==> src/rtl/hkvt_pkg.sv <==
// ----------------------------------------------------------------------------
// hkvt_pkg
// Shared types and codes for the hashed key/value table.
// ----------------------------------------------------------------------------
package hkvt_pkg;

	localparam int CAPACITY_DEF = 64;
	localparam int HASH_W       = 32;
	localparam int VALUE_W      = 32;
	localparam int BYTE_W       = 8;

	// sdbm fold shifts
	localparam int HASH_SH_A = 6;
	localparam int HASH_SH_B = 16;

	// action codes
	localparam logic [1:0] ACT_ADD    = 2'd0;
	localparam logic [1:0] ACT_GET    = 2'd1;
	localparam logic [1:0] ACT_REMOVE = 2'd2;

	// status codes
	localparam logic [1:0] ST_OK        = 2'd0;
	localparam logic [1:0] ST_NOT_FOUND = 2'd1;
	localparam logic [1:0] ST_FULL      = 2'd2;

	// one table word: key hash and its value
	typedef struct packed {
		logic [HASH_W-1:0]  hash;
		logic [VALUE_W-1:0] value;
	} entry_t;

endpackage

==> src/rtl/hkvt_store.sv <==
// ----------------------------------------------------------------------------
// hkvt_store
// Entry memory: one write port, one read port, registered read data.
// ----------------------------------------------------------------------------
module hkvt_store #(
	parameter int DEPTH = hkvt_pkg::CAPACITY_DEF
) (
	input  logic                     clk,
	input  logic                     we,
	input  logic [$clog2(DEPTH)-1:0] waddr,
	input  hkvt_pkg::entry_t         wdata,
	input  logic [$clog2(DEPTH)-1:0] raddr,
	output hkvt_pkg::entry_t         rdata
);
	import hkvt_pkg::*;

	entry_t mem [DEPTH];

	always_ff @(posedge clk) begin
		if (we) begin
			mem[waddr] <= wdata;
		end
	end

	always_ff @(posedge clk) begin
		rdata <= mem[raddr];
	end

endmodule

==> config.mk <==
export PLATFORM = sky130hd
export DESIGN_NAME = hkvt_store
export DESIGN_NICKNAME = d
export VERILOG_FILES = /design/src/rtl/hkvt_pkg.sv /design/src/rtl/hkvt_store.sv
export SDC_FILE = /design/constraint.sdc
export NUM_CORES = 2
export LEC_CHECK = 0
export ABC_AREA = 1
export BUFFER_PORTS_ARGS = -buffer_cell sky130_fd_sc_hd__buf_2
export CAP_MARGIN = 10
export CORE_MARGIN = 4
export CORE_UTILIZATION = 50
export CTS_CLUSTER_DIAMETER = 100
export DETAILED_ROUTE_END_ITERATION = 8
export PLACE_DENSITY = 0.68
export SYNTH_ARGS = -nofsm -noshare
export SYNTH_HDL_FRONTEND = slang
export SYNTH_SLANG_ARGS = --single-unit
==> constraint.sdc <==
create_clock -name clk -period 8.05 [get_ports clk]
set_clock_uncertainty 0.2 [all_clocks]
set_input_delay 1.2075 -clock clk [delete_from_list [all_inputs] [get_ports clk]]
set_output_delay 1.2075 -clock clk [all_outputs]
set_load 0.005 [all_outputs]
==> results.md <==
* Post-DRT Antenna Nets at 0
* Final setup violation count at 0
* Placed inst area at 169000 µm²
* Vias in the first global route at about 100k
* Remaining DRCs at 0
* Worst EP required at around 8.4 ns
* Post-Syn Instances at 13400
* Net Sw Power at roughly 10 mW
* DR vias/cell at roughly 6.1
* RePlAce Congestion at between 0.8 and 0.9
* TritonCTS buffer count at between 400 and 500
* CTS hold repair buffers at 0
* Final hold slack at ~0.47 ns
* CP peak stage delay at 1.14 ns
* Die W at between 500 and 600 µm
* Post-route design area at between 150000 and 200000 µm²
* Data arrival, critical path at 4.29 ns
* Critical path buffers and inverters at 3
* PnR worst setup slack at approximately 4.1 ns
* # nets final at between 10000 and 15000
* Share of the synthesized area in the top cell type at 0.744
* Post-Syn Area per Cell at about 12 µm²
* Synth-to-layout area growth at 10.3%
* Initial core utilization at 0.504
* Wire per inst at approximately 27 µm
* Worst-margin pin slew at ~1.3 ns
* PwrDens at about 250 nW/µm²
* Largest cells by area after synthesis: edfxtp_1, nand3_1, nand2_1
* Die extent in y at roughly 580 µm
* Clock net sink count at between 4000 and 5000
* Core area at roughly 330000 µm²
* Crit path time final at between 3 and 4 ns
* Placed insts at between 15000 and 20000
* HP Class: primary input to flip-flop
* Share of layout cells above drive strength 1 at 0.0727
* Critical path's top delay family: simple AND/OR/NAND/NOR gates
* RSZ-0062 raised after global routing: false
* Register bit count reported by yosys at roughly 4200
* IO Pins at about 140
* Resized Gates After CTS at 0
* Clock power frac at 0.408
* Routed wire length at roughly 490 mm
* Largest net degree at the start of global routing at 224
* Endpoints failing hold at 0
* Maximum fanout along the worst path at 25
* Distinct cells, synth at 16
* Via Count at roughly 110k
* Crit path max-delay cell type: nor2_4
* Total chip power at ~45 mW
* Flop pwr share at 0.536
* H-tree depth at 5
* Seq/Total Area, Yosys at 0.752
* Detail Placement HPWL at between 200 and 250 mm
* Status: completed
* Post-synthesis cell area at approximately 170000 µm²
* Non-Filler Instances at between 15000 and 20000
* CP startpoint kind: primary input
* Period utilization at 0.488
* P_int at between 30 and 40 mW
* Sw frac at 0.227
* DRT Pass-1 Iters at 6
* Worst-Skew Late Latency at about 1 ns
* Site Rows at 210
* Worst setup EP type: flip-flop
* Post-CTS Setup Bufs at 0
* Worst-path cell chain: buf_2 > inv_1 > nand4_1 > nor2_4 > buf_4
* Slew margin rel. at 0.125
* Setup TNS at 0 ns
* Fin util at 0.555
* Die ar. at 340000 µm²
* I/O Buffers at between 100 and 150
* DRT iter0 DRCs at around 16000
* Syn_nets at ~13000
* Leak at ~64 nW
* Overflow after GRT at 0
* Initial antenna violation count at 36
* Power share of the combinational group at 0.056
* Highest clock rate at 255 MHz
* Clock tree buffer depth at 4
* Fill cell count at between 20000 and 30000
* Fin. max-slew vios at 0
* Max Cap Violations at 0
* CTS tree: built
* Worst vdd ir at roughly 0.00024 V
* Clk slew on worst S/H paths at 0.06 ns
* Clock root buffer: clkbuf_16
* First-pass GRT wire length at 705 mm
* Dpl ws at 3.27 ns
* CP Class: primary input to flip-flop
* Post-synth top area cell: edfxtp_1
* Total track usage at 0.282
* Synthesis Warnings at 0
[cells in the final DEF (no fill, tap or decap), drive strengths merged]
cell type / instances
clkbuf: 542
inv: 22
buf: 362
clkinvlp: 8
nand4: 9
dfxtp: 64
nor4: 8
nor2: 56
nand2: 4416
clkinv: 169
nand3: 3847
bufinv: 17
edfxtp: 4096
diode: 22
[state kept, by name, indices dropped and copies added, names as in the netlist]
| name | flops |
|---|---|
| rdata | 64 |
| mem | 4096 |
[cell usage after synthesis (all sizes together)]
master and instances:
nand3 3847, nor4 8, nand2 4416, edfxtp 4096
nor2 56, buf 750, inv 12, clkbuf 147
nand4 9, dfxtp 64
[tightest hold or removal path: cells and delay by family]
family	cells	cell delay, ns
buf+inv	1	0.19
simple gates	2	0.17
[kinds of logic (layout without fill, tap and decap cells)]
kind of cell	count (synthesis)	after routing	share of synthesized area
other cells	0	22	0
simple gates	8336	8336	0.219
buf+inv	909	1120	0.0295
flops	4160	4160	0.752
[power by group through the flow]
stage               sequential (mW)  combinational [mW]  clock [mW]
finish                         24.1                2.52        18.3
global route                   24.1                2.73        19.4
floorplan                      24.5                1.48           0
global placement               24.5                2.45           0
detailed placement             24.5                2.48           0
CTS                            24.1                2.49        18.4
[cell type report]
class	instances	area (µm²)	area share
clock inverters	204	1830	0.0101
well taps	4346	5440	0.0298
inverters	12	105	0.000577
flip-flops and latches	4160	124000	0.682
diodes	22	55.1	0.000302
repair buffers	362	3040	0.0167
clock buffers	542	10900	0.0598
multi-input cells	8336	36600	0.201
[per-layer routing]
layer,track usage,vias to the layer above,part of all wire
met3,0.0585,1079,0.12
met1,0.394,53700,0.38
met5,0,-,0.000059
met4,0.110,4,0.042
li1,-,47600,-
met2,0.437,7003,0.46
[final timing paths]
path	endpoint	cells past startpoint	slack, ns	startpoint
setup / recovery	mem[8][37]	5	4.12	waddr[2]
hold / removal	rdata[36]	3	0.47	raddr[5]
setup reg to reg	rdata[3]	8	6.22	mem[1][3]
hold reg to reg	rdata[49]	8	0.55	mem[20][49]
Power figures use the tool's default switching activity.
