===== config.mk =====
export PLATFORM = sky130hd
export DESIGN_NAME = hkvt_hash
export DESIGN_NICKNAME = d
export VERILOG_FILES = /design/src/rtl/hkvt_pkg.sv /design/src/rtl/hkvt_hash.sv
export SDC_FILE = /design/constraint.sdc
export NUM_CORES = 1
export LEC_CHECK = 0
export ABC_AREA = 1
export BUFFER_PORTS_ARGS = -buffer_cell sky130_fd_sc_hd__buf_2
export CAP_MARGIN = 5
export CELL_PAD_IN_SITES_DETAIL_PLACEMENT = 1
export CELL_PAD_IN_SITES_GLOBAL_PLACEMENT = 1
export CORE_MARGIN = 5
export CORE_UTILIZATION = 43
export CTS_BUF_LIST = sky130_fd_sc_hd__clkbuf_4 sky130_fd_sc_hd__clkbuf_8 sky130_fd_sc_hd__clkbuf_16
export CTS_CLUSTER_SIZE = 12
export DETAILED_ROUTE_END_ITERATION = 8
export GPL_TIMING_DRIVEN = 0
export PLACE_DENSITY_LB_ADDON = 0.1
export SKIP_CTS_REPAIR_TIMING = 1
export SYNTH_ARGS = -nofsm -noshare
export SYNTH_HDL_FRONTEND = slang
export SYNTH_SLANG_ARGS = --single-unit

===== constraint.sdc =====
create_clock -name clk -period 4.1 [get_ports clk]
set_input_delay 0.82 -clock clk [delete_from_list [all_inputs] [get_ports clk]]
set_output_delay 0.82 -clock clk [all_outputs]
set_load 0.02 [all_outputs]

===== src/rtl/hkvt_pkg.sv =====
// ----------------------------------------------------------------------------
// hkvt_pkg
// Shared types and codes for the hashed key/value table.
// ----------------------------------------------------------------------------
package hkvt_pkg;

	localparam int CAPACITY_DEF = 64;
	localparam int HASH_W       = 32;
	localparam int VALUE_W      = 32;
	localparam int BYTE_W       = 8;

	// sdbm fold shifts
	localparam int HASH_SH_A = 6;
	localparam int HASH_SH_B = 16;

	// action codes
	localparam logic [1:0] ACT_ADD    = 2'd0;
	localparam logic [1:0] ACT_GET    = 2'd1;
	localparam logic [1:0] ACT_REMOVE = 2'd2;

	// status codes
	localparam logic [1:0] ST_OK        = 2'd0;
	localparam logic [1:0] ST_NOT_FOUND = 2'd1;
	localparam logic [1:0] ST_FULL      = 2'd2;

	// one table word: key hash and its value
	typedef struct packed {
		logic [HASH_W-1:0]  hash;
		logic [VALUE_W-1:0] value;
	} entry_t;

endpackage


===== src/rtl/hkvt_hash.sv =====
// ----------------------------------------------------------------------------
// hkvt_hash
// Running sdbm hash; folds one key byte per accepted word.
// ----------------------------------------------------------------------------
module hkvt_hash (
	input  logic                       clk,
	input  logic                       arst_n,
	input  logic                       accept,
	input  logic [hkvt_pkg::BYTE_W-1:0] key_byte,
	input  logic                       key_last,
	output logic [hkvt_pkg::HASH_W-1:0] hash_next
);
	import hkvt_pkg::*;

	logic [HASH_W-1:0] running_q;

	// byte + (h << 6) + (h << 16) - h, mod 2^32
	assign hash_next = {{(HASH_W-BYTE_W){1'b0}}, key_byte}
		+ (running_q << HASH_SH_A) + (running_q << HASH_SH_B) - running_q;

	always_ff @(posedge clk or negedge arst_n) begin
		if (!arst_n) begin
			running_q <= '0;
		end else if (accept) begin
			running_q <= key_last ? '0 : hash_next;
		end
	end

endmodule


==> impl.org, run 1 <==
** Yosys
- Number of synthesized register bits :: 32
- The number of different library cells used by synthesis comes to 26.
- After synthesis, the share of flip-flops with an asynchronous set or reset is 100%.
- After synthesis the cells add up to 4280 sq um.
- Most frequent cells after synthesis :: sky130_fd_sc_hd__nand2_1, sky130_fd_sc_hd__inv_1, sky130_fd_sc_hd__ha_1
- Among all cell types in the netlist, the one instantiated most often is sky130_fd_sc_hd__nand2_1.
- Sequential cells were found to cover 18.7% of the synthesized design area.
- EDFF count, synth :: 0
- Synthesis produced 687 cells.
- After synthesis, the cell types taking the most area are sky130_fd_sc_hd__nand2_1, sky130_fd_sc_hd__dfrtp_1, sky130_fd_sc_hd__inv_1.
- Nets in the synthesized netlist :: 761
- The biggest area contributor in the post-synthesis netlist is sky130_fd_sc_hd__nand2_1.
- A synthesized cell averages 6.23 sq um.
- Yosys Warn Count :: 0
- In the synthesized netlist the dominant register cell turns out to be sky130_fd_sc_hd__dfrtp_1.
- In this run the biggest area consumer among cell types represents 20.8% of the synthesized area.

** CTS
- The clock reaches the later pin of the worst-skew pair after 300 ps.
- For this design, the sink count on the clock tree is 32.
- Clock tree synthesis inserted a total of 5 buffers.
- Clock root cell :: sky130_fd_sc_hd__clkbuf_8
- The clock passes through at most 2 buffers.
- Clock tree from TritonCTS :: built
- The H-tree generated during clock tree synthesis spans 2 levels.
- After clock tree synthesis, the clock-pin slew on the worst setup and hold paths is 90 ps.

** Die
- The floorplan step defined a die boundary enclosing 12000 sq um.
- Number of I/O pins :: 44
- Number of cell rows :: 36
- Core Area :: 9730 sq um
- Die Span Y :: 110 um
- For this configuration, the core starts out at a cell density of 44.0%.
- Die W :: 110 um

** Detailed routing
- The first detailed-routing pass ran for 4 iterations.
- Once detail routing completed, the nets flagged for antenna violations numbered 0.
- Detailed routing inserted a total of 4311 vias.
- In the routed layout, each cell is associated on average with a via count of 4.95.
- Initial DRC Count :: 143
- Final Routed Wirelength :: 14400 um
- In the final routed layout, each cell accounts on average for 16.5 um.
- DRC violations left :: 0

** Worst setup path
- Worst setup path category :: input port to primary output
- Across all register-to-register paths, the minimum setup slack is 1460 ps.
- Type of origin of the critical path :: input port
- The worst setup path is captured at a primary output.
- CP Data Required Time :: 3280 ps
- Critical Path Source :: key_byte[7]
- Data on the critical path arrives at its endpoint at 3100 ps.
- Of all nets on the critical path, the largest fanout is 4.
- The startpoint identified for the worst register-to-register timing path is running_q[2]$_DFFE_PN0P_.

** Timing
- Slew at the pin closest to its max-slew limit :: 852 ps
- Based on the critical path, the design can be clocked at up to 255 MHz.
- Summed over all failing endpoints, the final setup total negative slack is 0 ps.
- Portion of the clock cycle consumed by the worst path in the final layout :: 95.5%
- Subtracting the final worst setup slack from the clock period gives 3920 ps.
- Setup violations remaining at the end of the flow were counted as 0.
- For the final database, setup skew stands at 5.55 ps.
- Rel. slew slack :: 43.2%
- Unrepaired setup endpoints after global routing :: no
- The count of endpoints failing hold in the final timing report came to 0.
- Max Transition Viols Final :: 0

** Cells and area
- Count of filler cells inserted in the layout :: 1414
- The post-route netlist has 10.3% of its cells at a drive strength greater than 1.
- The repair_antennas step left the layout with diodes totalling 0.
- Nets :: 811
- The largest registers in the layout are running_q x32.
- Compared with the post-synthesis result, the final layout area differs by 11.2%.
- The register with the most flip-flops in the layout has 32 of them.
- Register with the most flip-flops :: running_q

** Global routing
- Pin count of the biggest net entering global routing :: 33
- The total overflow left after global routing is 0.
- Antenna violations before repair :: 0
- The via count of the first global-routing pass is 4642.
- The first global-routing pass estimated 23400 um of wire.
- Across every metal layer, demand over resource in global routing totals 25.7%.

** Worst hold path
- Startpoint of the most critical hold path :: running_q[31]$_DFFE_PN0P_
- Worst Hold Class :: flop to flop

** Run
- Max capacitance violation total :: 0

** Outcome
- The run finished with clean final reports.

** Place
- Routability cong. :: 0.876
- Number of buffers added on ports :: 43
- DPL Wire Length :: 12600 um
[path summary, 6_finish.rpt]
kind / end / cells after the start
worst max-delay path: hash_next[24] / 16
worst max register to register: running_q[19]$_DFFE_PN0P_ / 13
min in group asynchronous: running_q[30]$_DFFE_PN0P_ / 1
max in group asynchronous: running_q[14]$_DFFE_PN0P_ / 1
worst min-delay path: running_q[31]$_DFFE_PN0P_ / 2
worst min register to register: running_q[31]$_DFFE_PN0P_ / 2
[cell usage in the layout (no fill, tap or decap)]
cell type,n
sky130_fd_sc_hd__o21bai_1,1
sky130_fd_sc_hd__fa_1,18
sky130_fd_sc_hd__buf_2,45
sky130_fd_sc_hd__nand2_2,11
sky130_fd_sc_hd__nor3_1,3
sky130_fd_sc_hd__nor2_1,38
sky130_fd_sc_hd__a21o_1,1
sky130_fd_sc_hd__clkinvlp_4,2
sky130_fd_sc_hd__nand3_2,2
sky130_fd_sc_hd__ha_1,43
sky130_fd_sc_hd__nand2_1,236
sky130_fd_sc_hd__nand3_1,37
sky130_fd_sc_hd__inv_1,179
sky130_fd_sc_hd__dfrtp_1,32
sky130_fd_sc_hd__nand3b_1,2
sky130_fd_sc_hd__o22ai_1,6
sky130_fd_sc_hd__xor2_1,8
sky130_fd_sc_hd__a21oi_1,18
sky130_fd_sc_hd__clkinv_4,1
sky130_fd_sc_hd__o21ai_2,1
sky130_fd_sc_hd__o21ai_1,1
sky130_fd_sc_hd__clkbuf_1,3
sky130_fd_sc_hd__clkbuf_8,5
sky130_fd_sc_hd__xnor2_1,6
sky130_fd_sc_hd__nor2_2,3
sky130_fd_sc_hd__nor3_2,1
sky130_fd_sc_hd__o21ai_0,14
sky130_fd_sc_hd__ha_2,1
sky130_fd_sc_hd__and2_1,16
sky130_fd_sc_hd__xor2_2,4
[per-stage QoR]
| stage | utilization [%] | cell area [sq um] | hold WS (ps) | instances | setup WS (ps) |
|---|---|---|---|---|---|
| after CTS | 48.8 | 4750 | 517 | 871 | 131 |
| final | 48.9 | 4760 | 514 | 871 | 185 |
| after global placement | 47.9 | 4660 | 483 | 863 | 173 |
| after global routing | 48.9 | 4760 | 538 | 871 | 15.3 |
| after detailed placement | 47.9 | 4660 | 494 | 863 | 137 |
| after floorplan | - | 4280 | 468 | 687 | 592 |
[logic make-up after synthesis]
family,after synthesis,synth area share [%]
AND/OR/NAND/NOR,349,34.1
adder cells (fa/ha/maj),62,21.3
AO/OA/AOI/OAI,42,5.29
buffers and inverters,184,16.2
XOR/XNOR,18,4.39
flip-flops,32,18.7
[layer usage]
layer	up-vias	global-route usage [%]	share of wire [%]
met5	-	0	0
met4	0	3.38	0.69
met3	8	2.88	4.3
met2	72	44.3	48
met1	2109	35.6	47
li1	2122	-	-
[worst max-delay path, cell delays in order]
cell	delay (ps)
sky130_fd_sc_hd__buf_2	80
sky130_fd_sc_hd__inv_1	50
sky130_fd_sc_hd__fa_1	530
sky130_fd_sc_hd__inv_1	40
sky130_fd_sc_hd__ha_1	380
sky130_fd_sc_hd__nand2_1	150
sky130_fd_sc_hd__nor2_1	170
sky130_fd_sc_hd__nand2_1	70
sky130_fd_sc_hd__nand2_1	120
sky130_fd_sc_hd__nand2_1	90
sky130_fd_sc_hd__nand2_2	100
sky130_fd_sc_hd__nand2_1	90
sky130_fd_sc_hd__nand2_1	70
sky130_fd_sc_hd__nand2_1	60
sky130_fd_sc_hd__and2_1	140
sky130_fd_sc_hd__buf_2	150
[area by class of cell]
class	count	area [sq um]	share of cell area, %
Clock buffer	5	68.8	1.45
Timing Repair Buffer	43	215	4.52
Clock inverter	3	23.8	0.500
Inverter	179	672	14.1
Multi-Input combinational cell	471	2790	58.6
Buffer	5	21.3	0.447
Tap cell	133	166	3.50
Sequential cell	32	801	16.8
Power of run 1 is not shown: default switching activity piles up to over one toggle a cycle in this logic, so the estimate is an artifact.
==> run 2, diff against run 1 <==
--- a/config.mk
+++ b/config.mk
@@ -5,13 +5,12 @@
 export SDC_FILE = /design/constraint.sdc
 export NUM_CORES = 1
 export LEC_CHECK = 0
-export ABC_AREA = 1
 export BUFFER_PORTS_ARGS = -buffer_cell sky130_fd_sc_hd__buf_2
 export CAP_MARGIN = 5
 export CELL_PAD_IN_SITES_DETAIL_PLACEMENT = 1
 export CELL_PAD_IN_SITES_GLOBAL_PLACEMENT = 1
 export CORE_MARGIN = 5
-export CORE_UTILIZATION = 43
+export CORE_UTILIZATION = 45
 export CTS_BUF_LIST = sky130_fd_sc_hd__clkbuf_4 sky130_fd_sc_hd__clkbuf_8 sky130_fd_sc_hd__clkbuf_16
 export CTS_CLUSTER_SIZE = 12
 export DETAILED_ROUTE_END_ITERATION = 8
==> constraint.sdc (replaced) <==
create_clock -name clk -period 3.7 [get_ports clk]
set_input_delay 0.74 -clock clk [delete_from_list [all_inputs] [get_ports clk]]
set_output_delay 0.74 -clock clk [all_outputs]
set_load 0.02 [all_outputs]
==> impl.org, run 2 <==
** Outcome
- The run finished, with violations left.
- The final reports fail on setup timing.

** Timing
- The final critical path takes up 113% of the cycle.
- The smallest clock period supported by the final layout is computed as 4190 ps.
- Measured against its own limit, the worst slew margin works out to 42.2%.
- Worst-case setup margin in the final layout :: -485 ps
- Unrepaired setup endpoints after global routing :: yes
- The count of endpoints failing hold in the final timing report is 0.
- Slew at the pin closest to its max-slew limit :: 864 ps
- The number of pins exceeding their max-slew limit in the final report came to 0.
- Largest clock skew in the final design :: 17.8 ps
- Final setup fails :: 17
- Derived from the worst setup path, the maximum achievable clock frequency is 239 MHz.

** Yosys
- Sequential element share of the synthesized area :: 21.6%
- The cell count after synthesis came out at 449.
- Number of synthesized register bits :: 32
- Post-synthesis cell area :: 3710 sq um
- Counting every net in the synthesized netlist gives 523.
- EDFF count, synth :: 0
- Most frequent cell after synthesis :: sky130_fd_sc_hd__inv_1
- During synthesis, Yosys emitted a total of 0 warnings.
- Cell taking the most area after synthesis :: sky130_fd_sc_hd__dfrtp_1
- Leading cell types by total area after synthesis :: sky130_fd_sc_hd__dfrtp_1, sky130_fd_sc_hd__ha_1, sky130_fd_sc_hd__fa_1
- Asr flop ratio synth :: 100%
- Among all flip-flop cells after synthesis, the most frequent one is sky130_fd_sc_hd__dfrtp_1.
- Area share of the leading cell type in the synthesized netlist :: 21.6%
- Number of unique standard cell types used by synthesis :: 56
- Synthesized area divided by synthesized cell count :: 8.26 sq um
- In the synthesized netlist, the cells that appear most often are sky130_fd_sc_hd__inv_1, sky130_fd_sc_hd__ha_1, sky130_fd_sc_hd__nand2_1.

** Die
- Die Span Y :: 101 um
- Die W :: 101 um
- Initial Util :: 45.6%
- Floorplan die area :: 10200 sq um
- The floorplan has 33 rows.
- The core region is 8130 sq um.
- Number of I/O pins :: 44

** Worst setup path
- Critical R2R Capture :: running_q[31]$_DFFE_PN0P_
- Crit-path max FO :: 3
- The critical path is of the flop to primary output type.
- Type of origin of the critical path :: flop
- The worst register-to-register path has a setup slack of 320 ps.
- At the worst endpoint, the required time is 2960 ps.
- Count of buffer and inverter cells on the critical path :: 3
- In this design, the stage delay of the slowest critical-path cell is 560 ps.
- The slowest stage of the critical path is the sky130_fd_sc_hd__fa_1 cell.
- Crit-path leading delay family :: compound AO/OA/AOI/OAI gates
- Traced cell by cell, the critical path runs through inv_2 -> fa_1 -> inv_1 -> ha_4 -> a21o_1 -> or4_1 -> o21a_1 -> a211o_4 -> o221a_4 -> xnor2_2 -> buf_4.
- Arrival time at the worst endpoint :: 3450 ps
- For the worst flop-to-flop path, the logic depth is 12.
- Worst reg2reg path startpoint :: running_q[5]$_DFFE_PN0P_
- The worst setup path is captured at a primary output.

** Detailed routing
- After the first detailed-routing iteration, the DRC count stood at 349.
- Total via count after detailed routing :: 4074
- Routed wire per std cell :: 25.9 um
- DRC violations left :: 0
- Final Routed Wirelength :: 16700 um
- Dividing the detail-routed via count by the number of cells gives 6.31.
- The detail route stage leaves a number of antenna-violating nets equal to 0.
- DR pass1 iterations :: 5

** Global routing
- All-Layer GR Usage :: 24.7%
- Via count of the first global-routing pass :: 3597
- For this run the aggregate overflow at the end of global routing stands at 0.
- The number of antenna violations at the first check in global routing is 0.
- First-pass GRT wire length :: 19300 um
- Entering global routing, the biggest net connects 33 pins.

** CTS
- Clock tree from TritonCTS :: built
- Maximum buffer depth of the clock tree :: 2
- Clock root cell :: sky130_fd_sc_hd__clkbuf_8
- For the worst-skew pair, the clock arrives at the later sink with an insertion delay of 300 ps.
- Buffers inserted during clock tree synthesis total 5.
- CTS saw 32 sinks.
- After clock tree synthesis, the clock-pin slew on the worst setup and hold paths is 70 ps.
- The H-tree was split into 2 levels.

** Cells and area
- Once layout is complete, the utilization of the core stands at 65.6%.
- Most frequent cells in the layout :: sky130_fd_sc_hd__buf_4, sky130_fd_sc_hd__inv_1, sky130_fd_sc_hd__dfrtp_1
- From synthesis to final layout, the design area changed by 43.9%.
- The finished cells cover 5340 sq um.
- More flip-flops sit in one register than any other, and that register is running_q.
- The register with the most flip-flops in the layout has 32 of them.
- In the final design database the tool counted 615 nets.
- Ratio of cells with drive above 1 in the final layout :: 42.3%
- The largest registers in the layout are running_q x32.
- The repair_antennas step left the layout with diodes totalling 0.
- Most frequent standard cell in the layout excluding fill and tap cells :: sky130_fd_sc_hd__buf_4

** Place
- Number of buffers added on ports :: 43
- The HPWL after detailed placement is 10100 um.
- In this run the cell area measured after placement is 4090 sq um.
- Routability cong. :: 0.894

** Run
- The tool flagged a number of max-cap violations equal to 0.

** Worst hold path
- Worst Hold Class :: input port to async pin
run 2: changes by cell type after synthesis, sizes merged, moves of 13 or more:
cell	previous run	this run
o21ai	16	32
and2	16	3
nand3	39	12
nand2	247	35
inv	179	69
nor2	41	24
a22o	0	13
run 2: worst max path at each step:
stage	from	endpoint	slack, ps	cells after the start
floorplan	key_byte[7]	hash_next[30]	2	9
global placement	key_byte[1]	hash_next[29]	-650	12
detailed placement	key_byte[7]	hash_next[30]	-670	11
CTS	running_q[5]$_DFFE_PN0P_	hash_next[27]	-680	12
global route	running_q[5]$_DFFE_PN0P_	hash_next[31]	-570	11
finish	running_q[5]$_DFFE_PN0P_	hash_next[31]	-490	11
run 2: final cells by class:
cell class | count | area, sq um
plain buffers | 13 | 96.3
well taps | 105 | 131
repair buffers | 91 | 667
fillers | 907 | 2800
inverters | 70 | 265
flip-flops and latches | 32 | 802
clock buffers | 7 | 96.3
multi-input cells | 328 | 3280
run 2: stage by stage:
| stage | std cells | hold WS (ps) | setup TNS, ps | setup WS [ps] |
|---|---|---|---|---|
| 3_3_place_gp | 597 | 492 | -7290 | -652 |
| 2_1_floorplan | 449 | 444 | 0 | 2.31 |
| 4_1_cts | 604 | 516 | -9470 | -678 |
| 6_report | 646 | 526 | -3430 | -485 |
| 5_1_grt | 646 | 545 | -5660 | -574 |
| 3_5_place_dp | 597 | 501 | -8110 | -665 |
run 2: logic make-up after synthesis:
logic type | Yosys count | share of synthesized area, %
adders and majority gates | 62 | 24.6
xor gates and xnor gates | 29 | 7.05
DFF | 32 | 21.6
and+or+nand+nor | 103 | 13.0
buffers and inverters | 89 | 9.41
AOI/OAI and AO/OA | 134 | 24.4
run 2: layer usage:
layer / vias to the layer above / global-route usage (%) / part of all wire (%) / wire length [um]
met5: - / 0 / 0 / 0
met4: 0 / 4.35 / 3.9 / 657
met3: 61 / 2.56 / 7.2 / 1210
met2: 206 / 39.5 / 48 / 8070
met1: 2069 / 36.5 / 41 / 6790
li1: 1738 / - / - / -
Power of run 2 is left out for the same reason.
==> run 3, diff against run 2 <==
--- a/config.mk
+++ b/config.mk
@@ -9,6 +9,7 @@
 export CAP_MARGIN = 5
 export CELL_PAD_IN_SITES_DETAIL_PLACEMENT = 1
 export CELL_PAD_IN_SITES_GLOBAL_PLACEMENT = 1
+export CORE_ASPECT_RATIO = 0.9
 export CORE_MARGIN = 5
 export CORE_UTILIZATION = 45
 export CTS_BUF_LIST = sky130_fd_sc_hd__clkbuf_4 sky130_fd_sc_hd__clkbuf_8 sky130_fd_sc_hd__clkbuf_16
@@ -17,6 +18,8 @@
 export GPL_TIMING_DRIVEN = 0
 export PLACE_DENSITY_LB_ADDON = 0.1
 export SKIP_CTS_REPAIR_TIMING = 1
+export SLEW_MARGIN = 20
 export SYNTH_ARGS = -nofsm -noshare
 export SYNTH_HDL_FRONTEND = slang
 export SYNTH_SLANG_ARGS = --single-unit
+export TNS_END_PERCENT = 1
==> impl.org, run 3 (synthesis results as in run 2) <==
** Place
- Count of placed standard cells including taps :: 591
- DPL Wire Length :: 10400 um
- Number of buffers added on ports :: 43
- Prior to clock tree synthesis, the placed netlist has a worst setup slack of -822 ps.
- Once placement finished, the instance area stood at 4080 sq um.
- The congestion estimate from routability-driven global placement came to 0.926.

** Die
- In this run the horizontal extent of the chip is 106 um.
- Floorplan die area :: 10200 sq um
- Initial Util :: 46.2%
- The floorplan has 31 rows.
- Die Span Y :: 96.1 um
- In this run the count of I/O pins placed on the die edge is 44.
- The core region is 8030 sq um.

** Timing
- For the finished layout, the period the worst path requires is 4150 ps.
- Fmax :: 241 MHz
- Final setup fails :: 20
- Slew at the pin closest to its max-slew limit :: 746 ps
- Clock skew on the completed layout was measured at 9.78 ps.
- Hold Vio Cnt, Final :: 0
- Rel. slew slack :: 50.3%
- Unrepaired setup endpoints after global routing :: yes
- Once routing completed, OpenROAD measured the worst setup slack at -454 ps.
- Max Transition Viols Final :: 0
- In the finished design, the share of the clock period the worst path needs comes to 112%.
- Final hold slack :: 512 ps

** Global routing
- The via count of the first global-routing pass was 3640.
- Pin count of the biggest net entering global routing :: 33
- First-pass GRT wire length :: 19500 um
- For this run, the total global-route usage over all layers was measured as 24.9%.
- Antenna violations before repair :: 0
- Summed over all layers, the global routing overflow is 0.

** Detailed routing
- Number of vias per cell after detailed routing :: 5.96
- Dividing the detail-routed wire length by the instance count gives 21.1 um.
- Before antenna repair, the detailed router went through 5 iterations.
- Total via count after detailed routing :: 3579
- The count of nets left with antenna violations once routing finished came out at 0.
- DRC violations left :: 0
- For this block, the initial DRC count from the detailed router was 208.
- After detailed routing, the total wire length is 12700 um.

** Worst setup path
- STA puts the critical path data arrival time at 3410 ps.
- Critical R2R Capture :: running_q[31]$_DFFE_PN0P_
- The largest single stage delay on the critical path is 530 ps.
- For the worst flop-to-flop path, the logic depth is 12.
- In this run the worst setup path begins at running_q[6]$_DFFE_PN0P_.
- Walking the worst path, the cells encountered are inv_2 -> fa_1 -> inv_1 -> ha_1 -> buf_6 -> a21o_1 -> or4_1 -> o21a_1 -> a211o_4 -> o221a_4 -> xnor2_2 -> buf_4.
- Highest-delay cell along the critical path :: sky130_fd_sc_hd__fa_1
- Worst setup path category :: flop to primary output
- Flop-to-flop setup slack :: 450 ps
- STA classifies the critical path endpoint as a primary output.
- CP Data Required Time :: 2960 ps
- Along the worst path, the maximum fanout reaches 10.
- The worst setup path is launched from a flop.
- The worst register-to-register path begins at running_q[6]$_DFFE_PN0P_.

** Cells and area
- The count of cells in the finished layout, fillers not included, comes to 601.
- Cells with a size suffix above 1 make up 25.1% of the layout.
- From synthesis to final layout, the design area changed by 21.2%.
- The register with the most flip-flops in the final layout is running_q.
- The library cell used most frequently in the layout, excluding fill and tap cells, is sky130_fd_sc_hd__inv_1.
- The largest registers in the layout are running_q x32.
- The register with the most flip-flops in the layout has 32 of them.
- Cell area after layout :: 4500 sq um
- In the layout the commonest cells are sky130_fd_sc_hd__inv_1, sky130_fd_sc_hd__buf_2, sky130_fd_sc_hd__ha_1.
- Nets :: 575
- Count of antenna diodes in the layout :: 0

** Run
- Max capacitance violation total :: 0

** CTS
- Later-pin clock latency in the skew report :: 290 ps
- Clock tree synthesis inserted a total of 5 buffers.
- Clock tree from TritonCTS :: built
- CTS H-tree lvls :: 2
- Clock input transition at the sequential cells of the worst setup and hold paths :: 70 ps
- The longest clock path from root to sink contains 2 buffers.
- The tree is rooted in a sky130_fd_sc_hd__clkbuf_8.
- Counting every sink on the clock net gives 32.

** Outcome
- Result of the run :: finished, violations left
- The checks that failed: setup timing.

** Worst hold path
- The tightest min-delay check is of the input port to async pin type.
[run 3: cell types whose count changed in the layout (fill, tap and decap cells not counted), sizes merged]
| cell | delta |
|---|---|
| clkinv | +2 |
| clkbuf | +5 |
| buf | -46 |
[run 3: stage by stage]
| stage | utilization (%) | TNS (ps) |
|---|---|---|
| 6_report | 56.0 | -5470 |
| 5_1_grt | 56.0 | -8180 |
| 4_1_cts | 52.0 | -10180 |
| 3_5_place_dp | 50.8 | -8930 |
| 3_3_place_gp | 50.8 | -7650 |
| 2_1_floorplan | - | -29.4 |
[run 3: cell type report]
type	instances	area, sq um
clock inverters	2	10.0
inverters	70	263
repair buffers	49	277
flip-flops and latches	32	801
well taps	99	124
clock buffers	6	82.6
plain buffers	15	76.3
fillers	979	3530
multi-input cells	328	2860
[run 3: how the worst max path moves through the flow]
stage	endpoint	slack, ps	cells past startpoint
global placement	hash_next[29]	-760	12
CTS	hash_next[29]	-820	12
finish	hash_next[31]	-450	12
floorplan	hash_next[24]	-20	12
global route	hash_next[31]	-620	12
detailed placement	hash_next[29]	-820	12
[run 3: routing by layer]
layer / track usage (%) / wire, um / vias up / part of all wire [%]
li1: - / - / 1664 / -
met1: 36.1 / 5870 / 1803 / 46
met2: 41.6 / 5860 / 106 / 46
met3: 2.21 / 852 / 6 / 6.7
met4: 3.45 / 84 / 0 / 0.66
met5: 0 / 0 / - / 0
[run 3: worst max-delay path: cells and delay by family, from the launching register on]
kind / cells / cell delay (ps)
AOI/OAI and AO/OA: 4 / 950
buffers and inverters: 4 / 430
adders and majority gates: 2 / 830
xor gates and xnor gates: 1 / 140
and+or+nand+nor: 1 / 400
DFF: 1 / 370
Power of run 3 is left out for the same reason.
